[src/design/assert_macros.svh]
// assertion macros shared by the rep counter rtl
// no dependencies; the bodies are empty when SYNTHESIS is defined
`ifndef ASSERT_MACROS_SVH
`define ASSERT_MACROS_SVH

`ifndef SYNTHESIS

`define AERC_ASSERT(lbl, clk, rstn, prop) \
  lbl: assert property (@(posedge clk) disable iff (!rstn) (prop)) \
    else $error("aerc assertion failed");

`define AERC_ASSERT_IMP(lbl, clk, rstn, ante, cons) \
  lbl: assert property (@(posedge clk) disable iff (!rstn) (ante) |-> (cons)) \
    else $error("aerc implication failed");

`define AERC_ASSERT_NEXT(lbl, clk, rstn, ante, cons) \
  lbl: assert property (@(posedge clk) disable iff (!rstn) (ante) |=> (cons)) \
    else $error("aerc next-cycle check failed");

`else

`define AERC_ASSERT(lbl, clk, rstn, prop)

`define AERC_ASSERT_IMP(lbl, clk, rstn, ante, cons)

`define AERC_ASSERT_NEXT(lbl, clk, rstn, ante, cons)

`endif

`endif

[src/design/aerc_pkg.sv]
// types and constants of the accelerometer exercise rep counter
// no dependencies
`default_nettype none

package aerc_pkg;

  typedef struct packed {
    logic signed [15:0] accel_y;
    logic signed [15:0] accel_z;
    logic               button;
  } aerc_in_t;

  typedef struct packed {
    logic [1:0] posture;
    logic [2:0] exercise;
    logic [7:0] situp_reps;
    logic [7:0] squat_reps;
    logic [8:0] jack_halves;
    logic [7:0] pushup_reps;
    logic [3:0] leds;
    logic       all_done_flash;
  } aerc_out_t;

  typedef enum logic [1:0] {
    POS_UP   = 2'd0,
    POS_SIT  = 2'd1,
    POS_DOWN = 2'd2
  } posture_e;

  typedef enum logic [4:0] {
    EX_SITUP  = 5'b00001,
    EX_SQUAT  = 5'b00010,
    EX_JACK   = 5'b00100,
    EX_PUSHUP = 5'b01000,
    EX_DETECT = 5'b10000
  } ex_state_e;

  // exercise codes on the result beat
  localparam logic [2:0] EXC_SITUP  = 3'd0;
  localparam logic [2:0] EXC_SQUAT  = 3'd1;
  localparam logic [2:0] EXC_JACK   = 3'd2;
  localparam logic [2:0] EXC_PUSHUP = 3'd3;
  localparam logic [2:0] EXC_DETECT = 3'd4;

  // phase bit positions
  localparam int unsigned PH_SITUP  = 0;
  localparam int unsigned PH_SQUAT  = 1;
  localparam int unsigned PH_JACK   = 2;
  localparam int unsigned PH_PUSHUP = 3;

  // led bit positions
  localparam int unsigned LAMP_SITUP  = 0;
  localparam int unsigned LAMP_PUSHUP = 1;
  localparam int unsigned LAMP_SQUAT  = 2;
  localparam int unsigned LAMP_JACK   = 3;

  localparam longint G_COUNTS = 17694;

  localparam logic signed [15:0] Y_JACK_SWITCH = -16'sd30000;
  localparam logic signed [15:0] Y_SQUAT_LEVEL = -16'sd20000;
  localparam logic signed [15:0] Y_JACK_LOW    = -16'sd10000;
  localparam logic signed [15:0] Z_PUSH_ARM    = -16'sd12000;
  localparam logic signed [15:0] Z_PUSH_COUNT  = -16'sd15000;

  localparam logic [7:0] TARGET_RESET = 8'd15;
  localparam logic [8:0] JACK_RESET   = 9'd2;
  localparam logic [7:0] REP_MAX      = 8'hFF;
  localparam logic [8:0] JACK_MAX     = 9'h1FF;

endpackage

`default_nettype wire

[src/design/accel_exercise_rep_counter.sv]
// top level of the accelerometer exercise rep counter
// depends on aerc_pkg, aerc_window, aerc_reps and assert_macros.svh
//
//   port group   dir  handshake                  payload
//   in           in   in_valid_i / in_stall_o    in_data_i   (aerc_in_t)
//   out          out  out_valid_o / out_stall_i  out_data_o  (aerc_out_t)
//   cfg          in   cfg_we_i                   cfg_wdata_i (rep_target)
//
// one beat per cycle while out_stall_i stays low; a beat is registered in the input register,
// is processed from there and lands in the result register when the result register advances
// window sum update, posture compare and counter update all happen in that same cycle
// a stalled result register holds the input register, which then stalls the input
// reset clears the z window, sum, posture, counters and leds, but jack halves start at 2; rep_target returns to 15
`default_nettype none
`include "assert_macros.svh"

module accel_exercise_rep_counter import aerc_pkg::*; #(
  parameter int unsigned WINDOW_LEN = 10
) (
  input  wire logic       clk_i,
  input  wire logic       rst_ni,
  input  wire logic       in_valid_i,
  output logic            in_stall_o,
  input  wire aerc_in_t   in_data_i,
  output logic            out_valid_o,
  input  wire logic       out_stall_i,
  output aerc_out_t       out_data_o,
  input  wire logic       cfg_we_i,
  input  wire logic [7:0] cfg_wdata_i
);

  logic      in_valid_q;
  aerc_in_t  in_q;
  logic      out_valid_q;
  aerc_out_t out_q;
  aerc_out_t result;
  posture_e  posture;
  logic [7:0] target_q;
  logic      advance;
  logic      fire;

  assign advance    = !out_valid_q || !out_stall_i;
  assign fire       = in_valid_q && advance;
  assign in_stall_o = in_valid_q && !advance;

  always_ff @(posedge clk_i or negedge rst_ni) begin
    if (!rst_ni) begin
      in_valid_q  <= 1'b0;
      out_valid_q <= 1'b0;
      target_q    <= TARGET_RESET;
    end else begin
      if (!in_stall_o) in_valid_q <= in_valid_i;
      if (advance) out_valid_q <= in_valid_q;
      if (cfg_we_i) target_q <= cfg_wdata_i;
    end
  end

  always_ff @(posedge clk_i) begin
    if (!in_stall_o && in_valid_i) in_q <= in_data_i;
    if (fire) out_q <= result;
  end

  aerc_window #(
    .WINDOW_LEN(WINDOW_LEN)
  ) u_window (
    .clk_i     (clk_i),
    .rst_ni    (rst_ni),
    .en_i      (fire),
    .accel_z_i (in_q.accel_z),
    .posture_o (posture)
  );

  aerc_reps u_reps (
    .clk_i     (clk_i),
    .rst_ni    (rst_ni),
    .en_i      (fire),
    .beat_i    (in_q),
    .posture_i (posture),
    .target_i  (target_q),
    .result_o  (result)
  );

  assign out_valid_o = out_valid_q;
  assign out_data_o  = out_q;

  `AERC_ASSERT_IMP(a_stall_needs_beat, clk_i, rst_ni, in_stall_o, in_valid_q && out_valid_q)
  `AERC_ASSERT_IMP(a_flash_dark, clk_i, rst_ni, out_valid_q && out_q.all_done_flash, out_q.leds == 4'd0)
  `AERC_ASSERT_IMP(a_jack_floor, clk_i, rst_ni, out_valid_q, out_q.jack_halves >= JACK_RESET)
  `AERC_ASSERT_NEXT(a_fire_fills_out, clk_i, rst_ni, fire, out_valid_q)

endmodule

`default_nettype wire

[src/design/aerc_window.sv]
// z sample shift line, running window sum and posture classification
// depends on aerc_pkg
`default_nettype none

module aerc_window import aerc_pkg::*; #(
  parameter int unsigned WINDOW_LEN = 10
) (
  input  wire logic               clk_i,
  input  wire logic               rst_ni,
  input  wire logic               en_i,
  input  wire logic signed [15:0] accel_z_i,
  output posture_e                posture_o
);

  localparam int unsigned SUM_W = $clog2(WINDOW_LEN) + 16;
  localparam longint FULL_G = longint'(WINDOW_LEN) * G_COUNTS;

  // largest t with 2*t*t <= f*f, i.e. floor(f * cos45)
  function automatic longint cos45_floor(input longint f);
    longint lo;
    longint hi;
    longint mid;
    lo = 0;
    hi = f;
    for (int i = 0; i < 40; i++) begin
      mid = (lo + hi + 1) / 2;
      if (2 * mid * mid <= f * f) begin
        lo = mid;
      end else begin
        hi = mid - 1;
      end
    end
    return lo;
  endfunction

  localparam longint THR = cos45_floor(FULL_G);
  localparam logic signed [SUM_W-1:0] THR_POS  = SUM_W'(THR);
  localparam logic signed [SUM_W-1:0] THR_NEG  = SUM_W'(-THR);
  localparam logic signed [SUM_W-1:0] FULL_NEG = SUM_W'(-FULL_G);

  logic signed [15:0]      taps_q [WINDOW_LEN];
  logic signed [SUM_W-1:0] sum_q, sum_d;
  posture_e                posture_q, posture_d;

  assign sum_d = sum_q + SUM_W'(accel_z_i) - SUM_W'(taps_q[WINDOW_LEN-1]);

  // a sum equal to THR_POS or THR_NEG counts as sit; a sum below FULL_NEG holds the posture
  always_comb begin
    posture_d = posture_q;
    if (sum_d > THR_POS) begin
      posture_d = POS_UP;
    end else if (sum_d >= THR_NEG) begin
      posture_d = POS_SIT;
    end else if (sum_d >= FULL_NEG) begin
      posture_d = POS_DOWN;
    end
  end

  assign posture_o = posture_d;

  always_ff @(posedge clk_i or negedge rst_ni) begin
    if (!rst_ni) begin
      for (int i = 0; i < WINDOW_LEN; i++) begin
        taps_q[i] <= '0;
      end
      sum_q     <= '0;
      posture_q <= POS_UP;
    end else if (en_i) begin
      taps_q[0] <= accel_z_i;
      for (int i = 1; i < WINDOW_LEN; i++) begin
        taps_q[i] <= taps_q[i-1];
      end
      sum_q     <= sum_d;
      posture_q <= posture_d;
    end
  end

endmodule

`default_nettype wire

[src/design/aerc_reps.sv]
// exercise selection, phase tracking, rep counters and led latch
// depends on aerc_pkg
`default_nettype none

module aerc_reps import aerc_pkg::*; (
  input  wire logic      clk_i,
  input  wire logic      rst_ni,
  input  wire logic      en_i,
  input  wire aerc_in_t  beat_i,
  input  wire posture_e  posture_i,
  input  wire logic [7:0] target_i,
  output aerc_out_t      result_o
);

  ex_state_e  ex_q, ex_d;
  logic [3:0] phase_q, phase_d;
  logic [7:0] situp_q, situp_d;
  logic [7:0] squat_q, squat_d;
  logic [7:0] pushup_q, pushup_d;
  logic [8:0] jack_q, jack_d;
  logic [3:0] led_q, led_d;
  logic [8:0] target2;
  logic       flash;
  logic [2:0] ex_code;

  assign target2 = {target_i, 1'b0};

  always_comb begin
    ex_d     = ex_q;
    phase_d  = phase_q;
    situp_d  = situp_q;
    squat_d  = squat_q;
    pushup_d = pushup_q;
    jack_d   = jack_q;
    led_d    = led_q;
    flash    = 1'b0;

    case (ex_q)
      EX_SITUP: begin
        if (!phase_d[PH_SITUP]) begin
          if (posture_i == POS_UP) phase_d[PH_SITUP] = 1'b1;
        end else if (posture_i == POS_SIT) begin
          phase_d[PH_SITUP] = 1'b0;
          situp_d = (situp_q == REP_MAX) ? situp_q : situp_q + 8'd1;
        end
        if (situp_d == target_i) led_d[LAMP_SITUP] = 1'b1;
      end
      EX_SQUAT: begin
        if (beat_i.accel_y <= Y_JACK_SWITCH) begin
          ex_d = EX_JACK;
          phase_d[PH_SQUAT] = 1'b0;
        end
        if (!phase_d[PH_SQUAT]) begin
          if (beat_i.accel_y < Y_SQUAT_LEVEL) phase_d[PH_SQUAT] = 1'b1;
        end else if (beat_i.accel_y > Y_SQUAT_LEVEL) begin
          phase_d[PH_SQUAT] = 1'b0;
          squat_d = (squat_q == REP_MAX) ? squat_q : squat_q + 8'd1;
        end
        if (squat_d == target_i) led_d[LAMP_SQUAT] = 1'b1;
      end
      EX_JACK: begin
        if (!phase_d[PH_JACK]) begin
          if (beat_i.accel_y > 16'sd0) phase_d[PH_JACK] = 1'b1;
        end else if (beat_i.accel_y < Y_JACK_LOW) begin
          phase_d[PH_JACK] = 1'b0;
          jack_d = (jack_q == JACK_MAX) ? jack_q : jack_q + 9'd1;
        end
        if (jack_d == target2) led_d[LAMP_JACK] = 1'b1;
      end
      EX_PUSHUP: begin
        if (!phase_d[PH_PUSHUP]) begin
          if (beat_i.accel_z > Z_PUSH_ARM) phase_d[PH_PUSHUP] = 1'b1;
        end else if (beat_i.accel_z <= Z_PUSH_COUNT) begin
          phase_d[PH_PUSHUP] = 1'b0;
          pushup_d = (pushup_q == REP_MAX) ? pushup_q : pushup_q + 8'd1;
        end
        if (pushup_d == target_i) led_d[LAMP_PUSHUP] = 1'b1;
      end
      default: begin
      end
    endcase

    if (beat_i.button) begin
      case (posture_i)
        POS_UP:   ex_d = EX_SITUP;
        POS_DOWN: ex_d = EX_PUSHUP;
        default:  ex_d = EX_SQUAT;
      endcase
    end

    if (situp_d >= target_i && squat_d >= target_i &&
        jack_d >= target2 && pushup_d >= target_i) begin
      led_d = '0;
      flash = 1'b1;
    end
  end

  always_comb begin
    case (ex_d)
      EX_SITUP:  ex_code = EXC_SITUP;
      EX_SQUAT:  ex_code = EXC_SQUAT;
      EX_JACK:   ex_code = EXC_JACK;
      EX_PUSHUP: ex_code = EXC_PUSHUP;
      default:   ex_code = EXC_DETECT;
    endcase
  end

  always_comb begin
    result_o.posture        = posture_i;
    result_o.exercise       = ex_code;
    result_o.situp_reps     = situp_d;
    result_o.squat_reps     = squat_d;
    result_o.jack_halves    = jack_d;
    result_o.pushup_reps    = pushup_d;
    result_o.leds           = led_d;
    result_o.all_done_flash = flash;
  end

  always_ff @(posedge clk_i or negedge rst_ni) begin
    if (!rst_ni) begin
      ex_q     <= EX_DETECT;
      phase_q  <= '0;
      situp_q  <= '0;
      squat_q  <= '0;
      pushup_q <= '0;
      jack_q   <= JACK_RESET;
      led_q    <= '0;
    end else if (en_i) begin
      ex_q     <= ex_d;
      phase_q  <= phase_d;
      situp_q  <= situp_d;
      squat_q  <= squat_d;
      pushup_q <= pushup_d;
      jack_q   <= jack_d;
      led_q    <= led_d;
    end
  end

endmodule

`default_nettype wire
[config.mk]
export PLATFORM = sky130hd
export DESIGN_NAME = accel_exercise_rep_counter
export DESIGN_NICKNAME = d
export VERILOG_FILES = /design/src/design/aerc_pkg.sv /design/src/design/accel_exercise_rep_counter.sv /design/src/design/aerc_window.sv /design/src/design/aerc_reps.sv
export VERILOG_INCLUDE_DIRS = /design/src /design/src/design
export SDC_FILE = /design/constraint.sdc
export NUM_CORES = 1
export LEC_CHECK = 0
export BUFFER_PORTS_ARGS = -buffer_cell sky130_fd_sc_hd__buf_2
export CELL_PAD_IN_SITES_DETAIL_PLACEMENT = 0
export CELL_PAD_IN_SITES_GLOBAL_PLACEMENT = 1
export CORE_MARGIN = 5
export CORE_UTILIZATION = 52
export DETAILED_ROUTE_END_ITERATION = 8
export PLACE_DENSITY = 0.95
export SLEW_MARGIN = 15
export SYNTH_ARGS = -nofsm -noshare
export SYNTH_HDL_FRONTEND = slang
export SYNTH_SLANG_ARGS = --single-unit
[constraint.sdc]
create_clock -name clk_i -period 16.04 [get_ports clk_i]
set_input_delay 1.604 -clock clk_i [delete_from_list [all_inputs] [get_ports clk_i]]
set_output_delay 1.604 -clock clk_i [all_outputs]
set_load 0.02 [all_outputs]
# Word level (Yosys, flattened, before mapping)
# Cells that the tools add are included.
[classes]
n_addsub = 6
magnitude_cmp = 14
n_eq_ne = 18
muxes = 52
reduce_logical = 16
[ops]
columns = ["op", "n"]
rows = [
  ["$mux 8", 15],
  ["$mux 9", 5],
  ["$add 8x1->8 const B", 3],
  ["$eq 8x8->1", 3],
  ["$eq 8x8->1 const B", 3],
  ["$ge 8x8->1", 3],
  ["$mux 1", 23],
  ["$add 20x16->20", 1],
  ["$ge 20x18->1 const B", 1],
  ["$ge 20x19->1 const B", 1],
  ["$gt 20x18->1 const B", 1],
  ["$sub 20x16->20", 1],
  ["$gt 16x1->1 const B", 1],
  ["$gt 16x15->1 const B", 1],
  ["$gt 16x16->1 const B", 1],
  ["$le 16x15->1 const B", 1],
  ["$le 16x16->1 const B", 1],
  ["$lt 16x15->1 const B", 1],
  ["$lt 16x16->1 const B", 1],
  ["$mux 5", 3],
  ["$pmux 3 s4", 1],
  ["$eq 5x1->1 const B", 2],
  ["$eq 5x2->1 const B", 2],
  ["$eq 5x3->1 const B", 2],
  ["other kinds (15)", 29],
]
[totals]
ff_bits = 314
input_bits = 46

# Depth between registers and ports, before layout
[depth]
word_depth = 16
ltp_mapped = 32
mapped_depth_nobuf = 30

# Hierarchy
# A second synthesis with hierarchy kept.
[hier_totals]
hier_cells = 1409
hier_area_um2 = 16359.4
[modules_own_cells]
columns = ["module", "instances", "cells_each", "area_each_um2", "seq_area_each_um2"]
rows = [
  ["aerc_window", 1, 700, 8765.9, 4554.4],
  ["aerc_reps", 1, 608, 4888.4, 1153.6],
  ["accel_exercise_rep_counter", 1, 101, 2705.1, 2537.4],
]

# Worst setup path before layout
# No wires, ideal clock.
[synth_timing]
kind = "reg2reg"
startpoint = "register in_q[16] (netlist bit)"
endpoint = "register out_q, in the netlist out_data_o[1], data pin"
arrival_ns = 6.506
required_time_ns = 15.860
setup_slack_ns = 9.354
stages_incl_launch_ff = 30
period_less_slack_ns = 6.686
cell_sequence = "edfxtp_1 > inv_1 > fa_1 > inv_1 > ha_1 > buf_2 > a21o_1 > o221a_2 > o311ai_1 > o31ai_1 > a41oi_2 > o211ai_1 > o41a_4 > or2_1 > nor2b_1 > clkbuf_1 > mux2_2 > ha_1 > a21o_1 > a21o_1 > a21oi_1 > o21ai_0 > o21ai_0 > nor2_1 > o311a_1 > buf_2 > a311o_1 > or3_1 > a211o_1 > o41ai_2"
[synth_rtl]
columns = ["item", "line_no", "source"]
rows = [
  ["start: declaration", "accel_exercise_rep_counter.sv:33", "aerc_in_t in_q;"],
  ["start signal: assignment", "accel_exercise_rep_counter.sv:59", "if (!in_stall_o && in_valid_i) in_q <= in_data_i;"],
  ["end signal: assignment", "accel_exercise_rep_counter.sv:60", "if (fire) out_q <= result;"],
  ["end: declaration", "accel_exercise_rep_counter.sv:35", "aerc_out_t out_q;"],
]

==> flow_summary.toml <==
[synthesis]
yosysSeqAreaShare_pct = 50.9
ys.flop_type = "dfrtp_1"
ys_types = 93
synth-edff-count = 76
syn-num-nets = 1850
yosys_warnings = 0
synth_area_mm2 = 0.0162
ys_ff_latch = 314
async_flop_share_pct = 75.8
syn_area_per_cell_um2 = 9.38
synthCells = 1728

[floorplanning]
core_area_mm2 = 0.0307
die_w_um = 187
num_rows = 64
die_h_um = 187
die-area_mm2 = 0.0348
ios = 91
initial_utilization_pct = 52.9

[timing]
tns_ps = 0
skew_ps = 16.2
fin_crit_sh_pct = 47.3
fmax_mhz = 132
hold_slack_ps = 457
slew_headroom_pct = 33.2
drv_slew = 0
setup_viol = 0
hold_viol = 0
rsz0062_at_grt = "false"
tightestPinTransition_ps = 990
min_period_ps = 7590

[placement]
routabilityCongestion = 0.932
hpwl_um = 24600
portBuffers = 90
place_area_mm2 = 0.0169

[clock_tree]
cts_buffer_depth = 3
htreeDepth = 2
cts_root_buf = "clkbuf_16"
cts_tree = "done"
post_cts_buffers = 0
clock-sinks = 314
hold_buffers = 0
cts.repair.resized = 0
path_clk_slew_ps = 60
clock_latency_ps = 530
cts_buffers = 35

[worst_setup_path]
cp.arrival_ps = 7940
reg2reg_slack_ps = 8450
critical_path_class = "reg -> reg"
critPathCaptureType = "flip-flop"
crit_required_ps = 16390
critPathMaxFanout = 9
start_kind = "flip-flop"
crit_path_start = "in_q[2]$_DFFE_PP_"
r2r-start = "in_q[2]$_DFFE_PP_"

[power]
ir_drop_mv = 0.180
power_density_mw_per_mm2 = 206
power_switching_uw = 1560
power_frac_comb_pct = 47.7
pwr-share-clk_pct = 21.8
switching_share_pct = 41.9
p_leak_uw = 0.00871
power_frac_seq_pct = 30.5
internal_power_uw = 2160

[route]
drt_iter0_markers = 908
drc = 0
routed_via_density = 5.45
dr.pass1.iters = 5
antenna_left = 0
vias = 12000
wirelength_um = 35800
wl_per_cell_um = 16.3

[global_routing]
grt_remaining_overflow = 0
antenna_found_initial = 0
track_usage_pct = 20.4
grt_pass1_wl_um = 60300
grt_pass1_vias = 11900
grt_start_max_net_pins = 98

[status]
outcome = "finished, final reports clean"

[cells_and_area]
finalNetCount = 1900
fillCellCount = 2580
multi_input_area_mm2 = 0.00728
syn2layout_area_growth_pct = 11.5
regArea_mm2 = 0.00825
final_area_mm2 = 0.0181
drive_gt1_share_pct = 11.1
diodes = 0

[hold_path]
hp-class = "reg -> reg"
min_from = "u_window.taps_q[104]$_DFFE_PN0P_"

[flow_run]
max_cap_viol_count = 0
==> cell families (layout without fill, tap and decap cells) <==
kind of cell             Yosys count  count (layout)  share of synthesized area [%]
XOR/XNOR                          87              87                           4.79
multiplexers                      25              25                           1.65
AND/OR/NAND/NOR                  802             802                           21.2
adder cells (fa/ha/maj)           76              76                           6.75
AO/OA/AOI/OAI                    243             243                           10.5
buffers and inverters            181             256                           4.30
flip-flops                       314             314                           50.9
==> path summary, 6_finish.rpt <==
kind	end	cells past startpoint
hold / removal	u_window.taps_q[88]$_DFFE_PN0P_	2
max in group asynchronous	u_window.taps_q[31]$_DFFE_PN0P_	3
setup reg to reg	out_data_o[1]$_DFFE_PP_	26
min in group asynchronous	u_reps.jack_q[0]$_DFFE_PN0P_	1
hold reg to reg	u_window.taps_q[88]$_DFFE_PN0P_	2
setup / recovery	out_data_o[1]$_DFFE_PP_	26
==> synth_stat cells, types with 4 or more instances <==
cell type	count	area, um2
nand3_1	28	140
a21o_1	17	128
nor4_1	8	50.1
and3_1	18	113
ha_1	57	713
nand2_1	579	2170
xor2_1	26	228
clkbuf_1	68	255
fa_1	19	380
inv_1	97	364
xnor2_1	59	517
nor2b_1	6	37.5
a31oi_1	5	31.3
dfrtp_1	232	5810
a2111oi_0	5	43.8
a21oi_1	28	140
o211ai_1	12	90.1
buf_2	5	25.0
nor3_1	25	125
nand2b_1	25	156
edfxtp_1	76	2280
or3_1	8	50.1
a22oi_1	4	30.0
buf_1	9	33.8
nor2_1	52	195
a211oi_1	5	37.5
nand4_1	14	87.6
o31ai_1	7	52.6
o21a_1	6	45.0
and2_1	9	56.3
dfstp_2	6	158
o21ai_0	96	480
mux2i_1	11	110
mux2_2	13	146
==> power by group through the flow <==
stage	Combinational, uW	Sequential (uW)	Clock [uW]
6_report	1780	1140	812
5_1_grt	1990	1160	865
4_1_cts	1770	1140	831
3_5_place_dp	1760	1150	0
3_3_place_gp	1720	1140	0
2_1_floorplan	1340	1130	0
==> sequential cells by signal, indices dropped and copies added (netlist names), named ones only <==
register            flops
u_window.taps_q       160
out_data_o             43
in_q                   33
u_window.sum_q         20
u_reps.jack_q           9
target_q                8
u_reps.pushup_q         8
u_reps.situp_q          8
u_reps.squat_q          8
u_reps.ex_q             5
u_reps.led_q            4
u_reps.phase_q          3
u_window.posture_q      2
in_valid_q              1
out_valid_o             1
==> layout by cell type (no fill, tap or decap), types with 8 or more instances in the layout <==
master and count:
fa_1 19, or3_1 8, xor2_1 26, buf_2 89
o21ai_0 96, a21oi_1 28, and2_1 8, and3_1 18
nand2_1 578, o211ai_1 12, xnor2_1 59, mux2i_1 11
nand2b_1 25, nor2_1 52, inv_1 96, nand4_1 14
nand3_1 28, dfrtp_1 232, nor3_1 25, nor4_1 8
ha_1 57, a21o_1 17, clkbuf_16 37, edfxtp_1 76
mux2_2 13
==> worst max-delay path: stages, from the launching register on <==
cell and delay (ps):
edfxtp_1 370, inv_1 90, fa_1 520, fa_1 460
nand2b_1 180, a211oi_2 470, o21ai_1 210, a41oi_1 280
xnor2_1 270, a211oi_1 100, a311oi_1 540, nand2_1 250
or2_1 320, nor2b_1 390, mux2_2 410, ha_1 280
a21o_1 160, a21o_1 180, a21oi_1 150, o21ai_0 90
o21ai_0 90, nor2_1 70, o311a_1 260, a311o_1 330
or3_1 380, a211o_1 270, o41ai_2 300
==> metal layers <==
| metal | global-route usage, % | part of all wire [%] |
|---|---|---|
| met5 | 0 | 0 |
| met1 | 29.3 | 47 |
| met2 | 32.4 | 46 |
| met3 | 3.33 | 5.0 |
| met4 | 5.89 | 2.5 |
==> final cells by class <==
cell class                      count  share of cell area (%)
Tap cell                          396                    2.74
Sequential cell                   314                    45.6
Timing Repair Buffer               97                    2.84
Inverter                           97                    2.04
Clock inverter                     14                   0.914
Multi-Input combinational cell   1233                    40.3
Clock buffer                       48                    5.57
==> through the flow <==
step	setup slack, ps	power (uW)	util [%]	instances
global placement	8820	2870	55.1	2137
global route	7960	4010	58.9	2199
finish	8450	3730	58.9	2199
detailed placement	8510	2900	55.1	2137
CTS	8500	3740	58.9	2199
floorplan	9350	2470	-	1728
Note: power is estimated with default switching activity, not from simulation.
